## config.mk

```make
export PLATFORM = sky130hd
export DESIGN_NAME = leg_pose_squat_metrics
export DESIGN_NICKNAME = d
export VERILOG_FILES = /design/src/sv/lpsm_pkg.sv /design/src/sv/leg_pose_squat_metrics.sv /design/src/sv/lpsm_divider.sv /design/src/sv/lpsm_cordic.sv
export SDC_FILE = /design/constraint.sdc
export NUM_CORES = 2
export LEC_CHECK = 0
export BUFFER_PORTS_ARGS = -buffer_cell sky130_fd_sc_hd__buf_2
export CELL_PAD_IN_SITES_DETAIL_PLACEMENT = 2
export CELL_PAD_IN_SITES_GLOBAL_PLACEMENT = 2
export CORE_AREA = 2 2 374 376
export DETAILED_ROUTE_END_ITERATION = 10
export DIE_AREA = 0 0 376 378
export PLACE_DENSITY = 0.9
export REMOVE_ABC_BUFFERS = 1
export SETUP_SLACK_MARGIN = 0.1
export SKIP_CTS_REPAIR_TIMING = 1
export SLEW_MARGIN = 20
export SYNTH_ARGS = -nofsm -noshare
export SYNTH_HDL_FRONTEND = slang
export SYNTH_HIERARCHICAL = 1
export SYNTH_SLANG_ARGS = --single-unit
```

## constraint.sdc

```tcl
create_clock -name clock -period 11.5 [get_ports clock]
set_input_delay 0.575 -clock clock [delete_from_list [all_inputs] [get_ports clock]]
set_output_delay 0.575 -clock clock [all_outputs]
set_load 0.05 [all_outputs]
```

## src/sv/lpsm_pkg.sv

```systemverilog
// ----------------------------------------------------------------------------
// lpsm_pkg
// Shared constants and the arc-tangent table for the squat metrics block.
// ----------------------------------------------------------------------------
package lpsm_pkg;

   // Configuration register indexes.
   localparam logic [1:0] CSR_SCORE_THRESHOLD  = 2'd0;
   localparam logic [1:0] CSR_STANDING_LIMIT   = 2'd1;
   localparam logic [1:0] CSR_SEMI_SQUAT_LIMIT = 2'd2;

   // Squat class codes.
   localparam logic [1:0] CLASS_STANDING = 2'd0;
   localparam logic [1:0] CLASS_SEMI     = 2'd1;
   localparam logic [1:0] CLASS_DEEP     = 2'd2;

   // Rotation engine constants.
   localparam int CORDIC_STEPS  = 23;
   localparam int PRE_SCALE     = 24;
   localparam int DEG_UNIT_BITS = 16;
   localparam int ZW            = 26;
   localparam int STEP_W        = 5;

   // Fixed point constants.
   localparam int Q12_ONE       = 4096;
   localparam int COMP_SAT_Q    = 12288;
   localparam int SYM_SCALE     = 3200;
   localparam int COMP_W        = 14;
   localparam int SYM_W         = 12;

   // Arc-tangent of 2^-i in units of 2^-16 degree.
   function automatic logic [ZW-1:0] atan_step(input logic [STEP_W-1:0] idx);
      logic [ZW-1:0] val;
      case (idx)
         5'd0:    val = ZW'(2949120);
         5'd1:    val = ZW'(1740967);
         5'd2:    val = ZW'(919879);
         5'd3:    val = ZW'(466945);
         5'd4:    val = ZW'(234379);
         5'd5:    val = ZW'(117304);
         5'd6:    val = ZW'(58666);
         5'd7:    val = ZW'(29335);
         5'd8:    val = ZW'(14668);
         5'd9:    val = ZW'(7334);
         5'd10:   val = ZW'(3667);
         5'd11:   val = ZW'(1833);
         5'd12:   val = ZW'(917);
         5'd13:   val = ZW'(458);
         5'd14:   val = ZW'(229);
         5'd15:   val = ZW'(115);
         5'd16:   val = ZW'(57);
         5'd17:   val = ZW'(29);
         5'd18:   val = ZW'(14);
         5'd19:   val = ZW'(7);
         5'd20:   val = ZW'(4);
         5'd21:   val = ZW'(2);
         5'd22:   val = ZW'(1);
         default: val = '0;
      endcase
      return val;
   endfunction

endpackage

```

## src/sv/leg_pose_squat_metrics.sv

```systemverilog
// ----------------------------------------------------------------------------
// leg_pose_squat_metrics
// Knee angles, leg compression, squat class and symmetry from two legs.
// ----------------------------------------------------------------------------
//
// Channel   Direction  Transfer carries
// req_      in         one leg: tdata landmarks and scores, tlast set on right leg
// rsp_      out        one frame result after each right leg
// csr_      in         register writes, no read-back
//
// A left leg uses the shared multiplier for the four products of dot and
// cross, then 23 steps of the rotation engine, with the compression
// division running alongside it.  A right leg then also runs the
// symmetry quotient through the bit-serial divider, whose length is DIV_DW =
// max(COORD_BITS, 8 + ANGLE_FRAC_BITS) + 12.
// Reset is synchronous and active high; it clears the held left leg, both
// standing references and the registers to their documented defaults.
// A finished result waits in the output register while the next leg is
// accepted; only a second result waiting on a stalled output holds the block.
//
module leg_pose_squat_metrics
   import lpsm_pkg::*;
#(
   parameter int COORD_BITS      = 12,
   parameter int ANGLE_FRAC_BITS = 4
) (
   input  logic        clock,
   input  logic        reset,
   // tdata: hip_x, hip_y, knee_x, knee_y, ankle_x, ankle_y, hip_score,
   //        knee_score, ankle_score (from the lowest bit up)
   input  logic        req_tvalid,
   output logic        req_tready,
   input  logic [((6*COORD_BITS+24+7)/8)*8-1:0] req_tdata,
   input  logic        req_tlast,
   // tdata: left_angle, left_valid, right_angle, right_valid,
   //        left_compression, right_compression, squat_class, symmetry,
   //        symmetry_valid (from the lowest bit up)
   output logic        rsp_tvalid,
   input  logic        rsp_tready,
   output logic [((2*(8+ANGLE_FRAC_BITS)+45+7)/8)*8-1:0] rsp_tdata,
   input  logic        csr_we,
   input  logic [1:0]  csr_addr,
   input  logic [12:0] csr_wdata
);

   localparam int CB      = COORD_BITS;
   localparam int DIFF_W  = CB + 1;
   localparam int ACC_W   = 2 * DIFF_W;
   localparam int AW      = 8 + ANGLE_FRAC_BITS;
   localparam int CDW     = CB + 12;
   localparam int SDW     = AW + 12;
   localparam int DIV_DW  = (CDW > SDW) ? CDW : SDW;
   localparam int DIV_VW  = (CB > AW + 1) ? CB : AW + 1;
   localparam int RSP_W   = ((2 * AW + 45 + 7) / 8) * 8;

   localparam logic [2:0] S_IDLE = 3'd0;
   localparam logic [2:0] S_MUL  = 3'd1;
   localparam logic [2:0] S_CST  = 3'd2;
   localparam logic [2:0] S_CORD = 3'd3;
   localparam logic [2:0] S_FIN  = 3'd4;
   localparam logic [2:0] S_MIX  = 3'd5;
   localparam logic [2:0] S_SYM  = 3'd6;
   localparam logic [2:0] S_OUT  = 3'd7;

   // Registers.
   logic [2:0]                state_ff, state_in;
   logic [1:0]                cnt_ff, cnt_in;
   logic [7:0]                thr_ff, thr_in;
   logic [12:0]               stand_ff, stand_in, semi_ff, semi_in;
   logic [CB-1:0]             lref_ff, lref_in, rref_ff, rref_in;
   logic                      side_ff, side_in, valid_ff, valid_in;
   logic                      degen_ff, degen_in, div_run_ff, div_run_in;
   logic signed [DIFF_W-1:0]  bax_ff, bax_in, bay_ff, bay_in;
   logic signed [DIFF_W-1:0]  bcx_ff, bcx_in, bcy_ff, bcy_in;
   logic signed [ACC_W-1:0]   dot_ff, dot_in, cr_ff, cr_in;
   logic [AW-1:0]             angle_ff, angle_in;
   logic signed [COMP_W-1:0]  comp_ff, comp_in;
   logic [AW-1:0]             hangle_ff, hangle_in;
   logic                      hvalid_ff, hvalid_in;
   logic signed [COMP_W-1:0]  hcomp_ff, hcomp_in;
   logic [1:0]                class_ff, class_in;
   logic                      sv_ff, sv_in;
   logic                      rsp_valid_ff, rsp_valid_in;
   logic [RSP_W-1:0]          rsp_data_ff, rsp_data_in;

   // Combinational helpers.
   logic                      accept;
   logic [CB-1:0]             hip_x, hip_y, knee_x, knee_y, ankle_x, ankle_y;
   logic [7:0]                hip_score, knee_score, ankle_score;
   logic [CB-1:0]             len, ref_cur;
   logic                      leg_ok;
   logic signed [DIFF_W-1:0]  op_a, op_b;
   logic signed [ACC_W-1:0]   prod;
   logic                      cord_start, cord_busy;
   logic [AW-1:0]             cord_angle;
   logic                      div_start, div_busy;
   logic [DIV_DW-1:0]         div_dividend, quotient;
   logic [DIV_VW-1:0]         div_divisor;
   logic [AW-1:0]             diff;
   logic [AW:0]               angle_sum;
   logic signed [15:0]        comp_sum;
   logic [SYM_W-1:0]          sym;

   assign hip_x       = req_tdata[CB-1:0];
   assign hip_y       = req_tdata[2*CB-1:CB];
   assign knee_x      = req_tdata[3*CB-1:2*CB];
   assign knee_y      = req_tdata[4*CB-1:3*CB];
   assign ankle_x     = req_tdata[5*CB-1:4*CB];
   assign ankle_y     = req_tdata[6*CB-1:5*CB];
   assign hip_score   = req_tdata[6*CB+7:6*CB];
   assign knee_score  = req_tdata[6*CB+15:6*CB+8];
   assign ankle_score = req_tdata[6*CB+23:6*CB+16];

   assign req_tready = (state_ff == S_IDLE);
   assign accept     = req_tvalid && req_tready;

   always_comb begin
      len     = (ankle_y >= hip_y) ? ankle_y - hip_y : hip_y - ankle_y;
      ref_cur = req_tlast ? rref_ff : lref_ff;
      leg_ok  = (hip_score > thr_ff) && (knee_score > thr_ff) && (ankle_score > thr_ff);
   end

   // One shared multiplier walks the four products of dot and cross.
   always_comb begin
      case (cnt_ff)
         2'd0:    begin op_a = bax_ff; op_b = bcx_ff; end
         2'd1:    begin op_a = bay_ff; op_b = bcy_ff; end
         2'd2:    begin op_a = bax_ff; op_b = bcy_ff; end
         default: begin op_a = bay_ff; op_b = bcx_ff; end
      endcase
      prod = ACC_W'(op_a) * ACC_W'(op_b);
   end

   // The divider serves the compression ratio on acceptance and the
   // symmetry ratio once both legs are known.
   always_comb begin
      diff      = (hangle_ff >= angle_ff) ? hangle_ff - angle_ff : angle_ff - hangle_ff;
      angle_sum = {1'b0, hangle_ff} + {1'b0, angle_ff};
      if (state_ff == S_IDLE) begin
         div_start    = accept && leg_ok && (len != '0);
         div_dividend = DIV_DW'({len, 12'b0});
         div_divisor  = DIV_VW'((ref_cur == '0) ? len : ref_cur);
      end else begin
         div_start    = (state_ff == S_MIX) && side_ff &&
                        (hangle_ff != '0) && (angle_ff != '0);
         div_dividend = DIV_DW'(diff) * DIV_DW'(SYM_SCALE);
         div_divisor  = DIV_VW'(angle_sum);
      end
   end

   assign cord_start = (state_ff == S_CST) && valid_ff && !degen_ff;

   lpsm_divider #(
      .DW (DIV_DW),
      .VW (DIV_VW)
   ) u_div (
      .clock    (clock),
      .reset    (reset),
      .start    (div_start),
      .dividend (div_dividend),
      .divisor  (div_divisor),
      .busy     (div_busy),
      .quotient (quotient)
   );

   lpsm_cordic #(
      .IN_W            (ACC_W),
      .ANGLE_FRAC_BITS (ANGLE_FRAC_BITS)
   ) u_cordic (
      .clock     (clock),
      .reset     (reset),
      .start     (cord_start),
      .dot       (dot_ff),
      .cross_val (cr_ff),
      .busy      (cord_busy),
      .angle     (cord_angle)
   );

   assign comp_sum = 16'(hcomp_ff) + 16'(comp_ff);
   assign sym      = sv_ff ? quotient[SYM_W-1:0] : '0;

   always_comb begin
      state_in     = state_ff;
      cnt_in       = cnt_ff;
      thr_in       = thr_ff;
      stand_in     = stand_ff;
      semi_in      = semi_ff;
      lref_in      = lref_ff;
      rref_in      = rref_ff;
      side_in      = side_ff;
      valid_in     = valid_ff;
      degen_in     = degen_ff;
      div_run_in   = div_run_ff;
      bax_in       = bax_ff;
      bay_in       = bay_ff;
      bcx_in       = bcx_ff;
      bcy_in       = bcy_ff;
      dot_in       = dot_ff;
      cr_in        = cr_ff;
      angle_in     = angle_ff;
      comp_in      = comp_ff;
      hangle_in    = hangle_ff;
      hvalid_in    = hvalid_ff;
      hcomp_in     = hcomp_ff;
      class_in     = class_ff;
      sv_in        = sv_ff;
      rsp_valid_in = rsp_valid_ff;
      rsp_data_in  = rsp_data_ff;

      if (csr_we) begin
         case (csr_addr)
            CSR_SCORE_THRESHOLD:  thr_in   = csr_wdata[7:0];
            CSR_STANDING_LIMIT:   stand_in = csr_wdata;
            CSR_SEMI_SQUAT_LIMIT: semi_in  = csr_wdata;
            default:              ;
         endcase
      end

      if (rsp_tready) begin
         rsp_valid_in = 1'b0;
      end

      case (state_ff)
         S_IDLE: begin
            if (accept) begin
               side_in    = req_tlast;
               valid_in   = leg_ok;
               div_run_in = div_start;
               bax_in     = $signed({1'b0, hip_x}) - $signed({1'b0, knee_x});
               bay_in     = $signed({1'b0, hip_y}) - $signed({1'b0, knee_y});
               bcx_in     = $signed({1'b0, ankle_x}) - $signed({1'b0, knee_x});
               bcy_in     = $signed({1'b0, ankle_y}) - $signed({1'b0, knee_y});
               degen_in   = ((hip_x == knee_x) && (hip_y == knee_y)) ||
                            ((ankle_x == knee_x) && (ankle_y == knee_y));
               // The first standing height seen on a side becomes its reference.
               if (leg_ok && (len != '0) && (ref_cur == '0)) begin
                  if (req_tlast) begin
                     rref_in = len;
                  end else begin
                     lref_in = len;
                  end
               end
               cnt_in   = '0;
               state_in = S_MUL;
            end
         end
         S_MUL: begin
            case (cnt_ff)
               2'd0:    dot_in = prod;
               2'd1:    dot_in = dot_ff + prod;
               2'd2:    cr_in  = prod;
               default: cr_in  = cr_ff - prod;
            endcase
            cnt_in = cnt_ff + 2'd1;
            if (cnt_ff == 2'd3) begin
               state_in = S_CST;
            end
         end
         S_CST: begin
            state_in = S_CORD;
         end
         S_CORD: begin
            if (!cord_busy && !div_busy) begin
               state_in = S_FIN;
            end
         end
         S_FIN: begin
            angle_in = (valid_ff && !degen_ff) ? cord_angle : '0;
            if (!div_run_ff) begin
               comp_in = '0;
            end else if (quotient > DIV_DW'(COMP_SAT_Q)) begin
               comp_in = COMP_W'(-8192);
            end else begin
               comp_in = COMP_W'(Q12_ONE) - $signed(quotient[COMP_W-1:0]);
            end
            state_in = S_MIX;
         end
         S_MIX: begin
            if (!side_ff) begin
               // A left leg is held, replacing any earlier one.
               hangle_in = angle_ff;
               hvalid_in = valid_ff;
               hcomp_in  = comp_ff;
               state_in  = S_IDLE;
            end else begin
               if (comp_sum < $signed({2'b00, stand_ff, 1'b0})) begin
                  class_in = CLASS_STANDING;
               end else if (comp_sum < $signed({2'b00, semi_ff, 1'b0})) begin
                  class_in = CLASS_SEMI;
               end else begin
                  class_in = CLASS_DEEP;
               end
               sv_in    = (hangle_ff != '0) && (angle_ff != '0);
               state_in = S_SYM;
            end
         end
         S_SYM: begin
            if (!div_busy) begin
               state_in = S_OUT;
            end
         end
         default: begin
            // Load the output register as soon as it is free.
            if (!rsp_valid_ff || rsp_tready) begin
               rsp_valid_in = 1'b1;
               rsp_data_in  = '0;
               rsp_data_in[AW-1:0]             = hangle_ff;
               rsp_data_in[AW]                 = hvalid_ff;
               rsp_data_in[2*AW:AW+1]          = angle_ff;
               rsp_data_in[2*AW+1]             = valid_ff;
               rsp_data_in[2*AW+15:2*AW+2]     = hcomp_ff;
               rsp_data_in[2*AW+29:2*AW+16]    = comp_ff;
               rsp_data_in[2*AW+31:2*AW+30]    = class_ff;
               rsp_data_in[2*AW+43:2*AW+32]    = sym;
               rsp_data_in[2*AW+44]            = sv_ff;
               hangle_in = '0;
               hvalid_in = 1'b0;
               hcomp_in  = '0;
               state_in  = S_IDLE;
            end
         end
      endcase
   end

   always_ff @(posedge clock) begin
      if (reset) begin
         state_ff     <= S_IDLE;
         thr_ff       <= 8'd128;
         stand_ff     <= 13'd410;
         semi_ff      <= 13'd1024;
         lref_ff      <= '0;
         rref_ff      <= '0;
         hangle_ff    <= '0;
         hvalid_ff    <= 1'b0;
         hcomp_ff     <= '0;
         rsp_valid_ff <= 1'b0;
      end else begin
         state_ff     <= state_in;
         thr_ff       <= thr_in;
         stand_ff     <= stand_in;
         semi_ff      <= semi_in;
         lref_ff      <= lref_in;
         rref_ff      <= rref_in;
         hangle_ff    <= hangle_in;
         hvalid_ff    <= hvalid_in;
         hcomp_ff     <= hcomp_in;
         rsp_valid_ff <= rsp_valid_in;
      end
      cnt_ff      <= cnt_in;
      side_ff     <= side_in;
      valid_ff    <= valid_in;
      degen_ff    <= degen_in;
      div_run_ff  <= div_run_in;
      bax_ff      <= bax_in;
      bay_ff      <= bay_in;
      bcx_ff      <= bcx_in;
      bcy_ff      <= bcy_in;
      dot_ff      <= dot_in;
      cr_ff       <= cr_in;
      angle_ff    <= angle_in;
      comp_ff     <= comp_in;
      class_ff    <= class_in;
      sv_ff       <= sv_in;
      rsp_data_ff <= rsp_data_in;
   end

   assign rsp_tvalid = rsp_valid_ff;
   assign rsp_tdata  = rsp_data_ff;

endmodule

```

## src/sv/lpsm_divider.sv

```systemverilog
// ----------------------------------------------------------------------------
// lpsm_divider
// Restoring unsigned divider, one quotient bit per cycle.
// ----------------------------------------------------------------------------
module lpsm_divider
   import lpsm_pkg::*;
#(
   parameter int DW = 24,
   parameter int VW = 13
) (
   input  logic          clock,
   input  logic          reset,
   input  logic          start,
   input  logic [DW-1:0] dividend,
   input  logic [VW-1:0] divisor,
   output logic          busy,
   output logic [DW-1:0] quotient
);

   localparam int CW = (DW > 1) ? $clog2(DW) : 1;

   logic          busy_ff, busy_in;
   logic [CW-1:0] cnt_ff, cnt_in;
   logic [DW-1:0] quo_ff, quo_in;
   logic [VW-1:0] rem_ff, rem_in;
   logic [VW-1:0] dsr_ff, dsr_in;
   logic [VW:0]   trial;

   always_comb begin
      busy_in = busy_ff;
      cnt_in  = cnt_ff;
      quo_in  = quo_ff;
      rem_in  = rem_ff;
      dsr_in  = dsr_ff;
      trial   = {rem_ff, quo_ff[DW-1]};
      if (start) begin
         busy_in = 1'b1;
         cnt_in  = CW'(DW - 1);
         quo_in  = dividend;
         rem_in  = '0;
         dsr_in  = divisor;
      end else if (busy_ff) begin
         // Shift in the next dividend bit and subtract when it fits.
         if (trial >= {1'b0, dsr_ff}) begin
            rem_in = VW'(trial - {1'b0, dsr_ff});
            quo_in = {quo_ff[DW-2:0], 1'b1};
         end else begin
            rem_in = trial[VW-1:0];
            quo_in = {quo_ff[DW-2:0], 1'b0};
         end
         cnt_in = cnt_ff - CW'(1);
         if (cnt_ff == '0) begin
            busy_in = 1'b0;
         end
      end
   end

   always_ff @(posedge clock) begin
      if (reset) begin
         busy_ff <= 1'b0;
      end else begin
         busy_ff <= busy_in;
      end
      cnt_ff <= cnt_in;
      quo_ff <= quo_in;
      rem_ff <= rem_in;
      dsr_ff <= dsr_in;
   end

   assign busy     = busy_ff;
   assign quotient = quo_ff;

endmodule

```

## src/sv/lpsm_cordic.sv

```systemverilog
// ----------------------------------------------------------------------------
// lpsm_cordic
// Vectoring rotation engine giving atan2(|cross|, dot), one step per cycle.
// ----------------------------------------------------------------------------
module lpsm_cordic
   import lpsm_pkg::*;
#(
   parameter int IN_W            = 26,
   parameter int ANGLE_FRAC_BITS = 4
) (
   input  logic                    clock,
   input  logic                    reset,
   input  logic                    start,
   input  logic signed [IN_W-1:0]  dot,
   input  logic signed [IN_W-1:0]  cross_val,
   output logic                    busy,
   output logic [7+ANGLE_FRAC_BITS:0] angle
);

   localparam int W  = IN_W + PRE_SCALE + 2;
   localparam int AW = 8 + ANGLE_FRAC_BITS;
   localparam int SH = DEG_UNIT_BITS - ANGLE_FRAC_BITS;
   localparam logic [ZW-1:0] HALF   = ZW'(1) << (SH - 1);
   localparam logic [ZW-1:0] MAX_A  = ZW'(180) << ANGLE_FRAC_BITS;
   localparam logic [ZW-1:0] RIGHT  = ZW'(90) << DEG_UNIT_BITS;

   logic                    busy_ff, busy_in;
   logic [STEP_W-1:0]       step_ff, step_in;
   logic signed [W-1:0]     x_ff, x_in, y_ff, y_in;
   logic signed [ZW-1:0]    z_ff, z_in;
   logic signed [IN_W-1:0]  cross_abs;
   logic signed [W-1:0]     dot_w, cross_w, dx, dy;
   logic [ZW-1:0]           z_pos, rnd;

   always_comb begin
      busy_in   = busy_ff;
      step_in   = step_ff;
      x_in      = x_ff;
      y_in      = y_ff;
      z_in      = z_ff;
      cross_abs = (cross_val < 0) ? -cross_val : cross_val;
      dot_w     = W'(dot) <<< PRE_SCALE;
      cross_w   = W'(cross_abs) <<< PRE_SCALE;
      dx        = y_ff >>> step_ff;
      dy        = x_ff >>> step_ff;
      if (start) begin
         busy_in = 1'b1;
         step_in = '0;
         // An obtuse angle is first turned by a right angle.
         if (dot < 0) begin
            x_in = cross_w;
            y_in = -dot_w;
            z_in = $signed(RIGHT);
         end else begin
            x_in = dot_w;
            y_in = cross_w;
            z_in = '0;
         end
      end else if (busy_ff) begin
         if (y_ff > 0) begin
            x_in = x_ff + dx;
            y_in = y_ff - dy;
            z_in = z_ff + $signed(atan_step(step_ff));
         end else begin
            x_in = x_ff - dx;
            y_in = y_ff + dy;
            z_in = z_ff - $signed(atan_step(step_ff));
         end
         step_in = step_ff + STEP_W'(1);
         if (step_ff == STEP_W'(CORDIC_STEPS - 1)) begin
            busy_in = 1'b0;
         end
      end
   end

   always_ff @(posedge clock) begin
      if (reset) begin
         busy_ff <= 1'b0;
      end else begin
         busy_ff <= busy_in;
      end
      step_ff <= step_in;
      x_ff    <= x_in;
      y_ff    <= y_in;
      z_ff    <= z_in;
   end

   // Clamp at zero, round half up to the output unit, clamp at 180 degrees.
   always_comb begin
      z_pos = (z_ff < 0) ? '0 : ZW'(z_ff);
      rnd   = (z_pos + HALF) >> SH;
      angle = (rnd > MAX_A) ? MAX_A[AW-1:0] : rnd[AW-1:0];
   end

   assign busy = busy_ff;

endmodule

```

==> qor.csv <==
metric;value;unit
status;finished with violations;
violated checks;max-capacitance violations, max-slew violations;
total congestion overflow;0;
Skew-Pair Late Insertion Delay;0.74;ns
core area;139000;sq um
Slew Limit Fails;2;
met2 Resource Use GR;65.4;%
Die Y;378;um
Die X;376;um
CTS root buf;clkbuf_16;
worst min-delay path startpoint;csr_wdata[4];
final wirelength;291000;um
DR iter-0 viols;6543;
Ys Warns;6;
Fin. Hold Viols;0;
Reg2Reg Launch Point;cnt_ff[0];
maxcap violations;1;
count leader, synth;nor2_1;
Netlist Area Pre-Place;56300;sq um
reg2reg path depth;32;
via count;56708;
dpl hpwl;186000;um
Post-synth EDFFs;375;
1st-pass router iterations;7;
Post-Route Skew;0.0473;ns
WP data required;11.93;ns
Finished Core Util;44.1;%
FMAX;88.0;MHz
drt drc;0;
slowest cell delay on critical path;0.96;ns
share of the synthesized area in the top cell type;20.0;%
Yosys top cell by area;edfxtp_1;
global-route wire length before repair;412000;um
initial antenna violation count;17;
synthesized netlist cell count;6271;
RR Endpoint;dot_ff[25];
CTS sink cnt;511;
Syn Area/Cell;8.98;sq um
Synth area leaders;edfxtp_1 (20%), ha_1 (11%), fa_1 (6.6%);
Vias/cell;6.92;
Seq/Total Area, Yosys;24.8;%
internal reg-to-reg setup slack;0.14;ns
Starting Density;40.7;%
TritonCTS buffer count;69;
number of setup violations in the final report;0;
cell family with most CP delay;adder cells;
grt met3 use;8.21;%
GRT Total Usage;38.1;%
RePlAce Congestion;0.975;
crit end category;register;
Tcrit/Tclk final;98.8;%
fin cells;8192;
Site Rows;137;
vias in the first global route;61512;
type of the worst setup path;register to register;
Top cell by count, worst path;fa_1;
HP Class;primary input to register;
GRT met1 Usage;41.0;%
I/O Pins;191;
min cycle time layout;11.36;ns
CTS Buffer Depth;3;
Worst Hold Path EP;stand_ff[4];
most crowded layer after global routing;met2;
TritonCTS clock tree;built;
per-cell routed wire length;35.5;um
crit path DAT;11.79;ns
Antenna Nets Post-Route;0;
worst-margin pin slew;1.54;ns
Post-synth top flop;edfxtp_1;
IO buf count;187;
RSZ-0062 raised after global routing;no;
H-tree depth;3;
worst relative slew slack;-2.79;%
worst hold stages;2;
Max Fanout on Critical Path;13;
Commonest cells post-synth;nor2_1 (603), nand2_1 (586), inv_1 (507);
WP buf/inv;6;
FF+latch count, synth;511;
slowest CP cell;a2111oi_0;
layout overhead on the synthesized area;8.49;%
startpoint types;register;
Reg clk slew, reported paths;0.06;ns
placed cells;8057;
Die ar.;142000;sq um
Distinct cells, synth;136;
largest net degree at the start of global routing;163;
share of layout cells above drive strength 1;11.7;%
asr flop ratio synth;0;%
nets@finish;7111;
[registers in the layout, summed over array words and instances, names as in the netlist, 12 cells and up, named ones only]
| register | cells |
|---|---|
| u_cordic/z_ff | 26 |
| bax_ff | 13 |
| u_div/quotient | 24 |
| semi_ff | 13 |
| comp_ff | 14 |
| hcomp_ff | 14 |
| rsp_tdata | 69 |
| stand_ff | 13 |
| u_div/rem_ff | 13 |
| u_div/dsr_ff | 13 |
| u_cordic/y_ff | 52 |
| dot_ff | 26 |
| hangle_ff | 12 |
| u_cordic/x_ff | 52 |
| bcx_ff | 13 |
| angle_ff | 12 |
| lref_ff | 12 |
| rref_ff | 12 |
| bcy_ff | 13 |
| cr_ff | 26 |
| bay_ff | 13 |
[placed cells by master (no fill, tap or decap), types with 16 or more instances in the layout]
cell type,n
a22oi_1,53
a31oi_1,57
or3_1,32
nand2b_1,82
nand3_1,77
a211o_1,18
nand4_1,48
fa_1,185
nor2_1,598
buf_4,61
nand2_1,586
a21o_1,155
mux2i_1,174
nor3_1,101
xor2_1,198
a211oi_1,38
ha_1,483
o21a_1,58
inv_1,504
o21bai_1,52
mux2_2,115
mux4_2,134
buf_2,186
or2_2,30
clkbuf_16,70
o22ai_1,33
o32ai_1,38
o31ai_1,30
o211ai_1,43
a21boi_0,31
a221oi_1,16
edfxtp_1,375
and3_1,37
nor4_1,36
and2_1,52
a21oi_1,389
xnor2_1,253
nor2b_1,63
o21ai_0,331
dfxtp_1,131
[worst max path at each step]
stage | endpoint | depth (start not counted) | slack, ns | start
3_5_place_dp | dot_ff[25] | 33 | 1.00 | cnt_ff[0]
2_1_floorplan | u_cordic/y_ff[51] | 21 | -1.16 | u_cordic/step_ff[1]
4_1_cts | dot_ff[25] | 32 | 0.17 | cnt_ff[0]
3_3_place_gp | cr_ff[22] | 32 | 1.74 | cnt_ff[0]
5_1_grt | dot_ff[25] | 32 | 0.18 | cnt_ff[0]
6_report | dot_ff[25] | 32 | 0.14 | cnt_ff[0]
[through the flow]
step | worst slack, ns | cell area, sq um | hold slack (ns) | setup TNS, ns
2_1_floorplan | -1.16 | 54900 | 0.400 | -12.63
3_3_place_gp | 1.74 | 58800 | 0.409 | 0
3_5_place_dp | 1.00 | 58800 | 0.423 | 0
4_1_cts | 0.171 | 61000 | 0.0848 | 0
5_1_grt | 0.178 | 61100 | 0.114 | 0
6_report | 0.136 | 61100 | 0.120 | 0
[metal layers]
metal / share of wire [%] / vias up
li1: - / 22704
met1: 34 / 28384
met2: 47 / 3883
met3: 8.4 / 1717
met4: 9.7 / 20
met5: 0.055 / -
[cell type report]
type                            instances  area, sq um
Antenna cell                            7         17.5
Clock buffer                           91         1900
Clock inverter                         34          370
Fill cell                           14921        77400
Inverter                              510         1910
Multi-Input combinational cell       4976        39100
Sequential cell                       511        14000
Tap cell                             1807         2260
Timing Repair Buffer                  256         1530
[logic make-up (layout without fill, tap and decap cells)]
| family | count (synthesis) | in the layout | share of synthesized area (%) |
|---|---|---|---|
| compound gates | 1560 | 1560 | 18.4 |
| xor+xnor | 453 | 453 | 7.09 |
| fa+ha+maj | 673 | 673 | 17.4 |
| buf+inv | 793 | 891 | 5.94 |
| flops | 511 | 511 | 24.8 |
| mux | 428 | 428 | 10.9 |
| other cells | 1 | 17 | 0.00666 |
| simple gates | 1852 | 1852 | 15.4 |
Power is left out: the tool's default activity adds up to more than one toggle a clock period on the data nets, which glitch-free logic cannot reach.
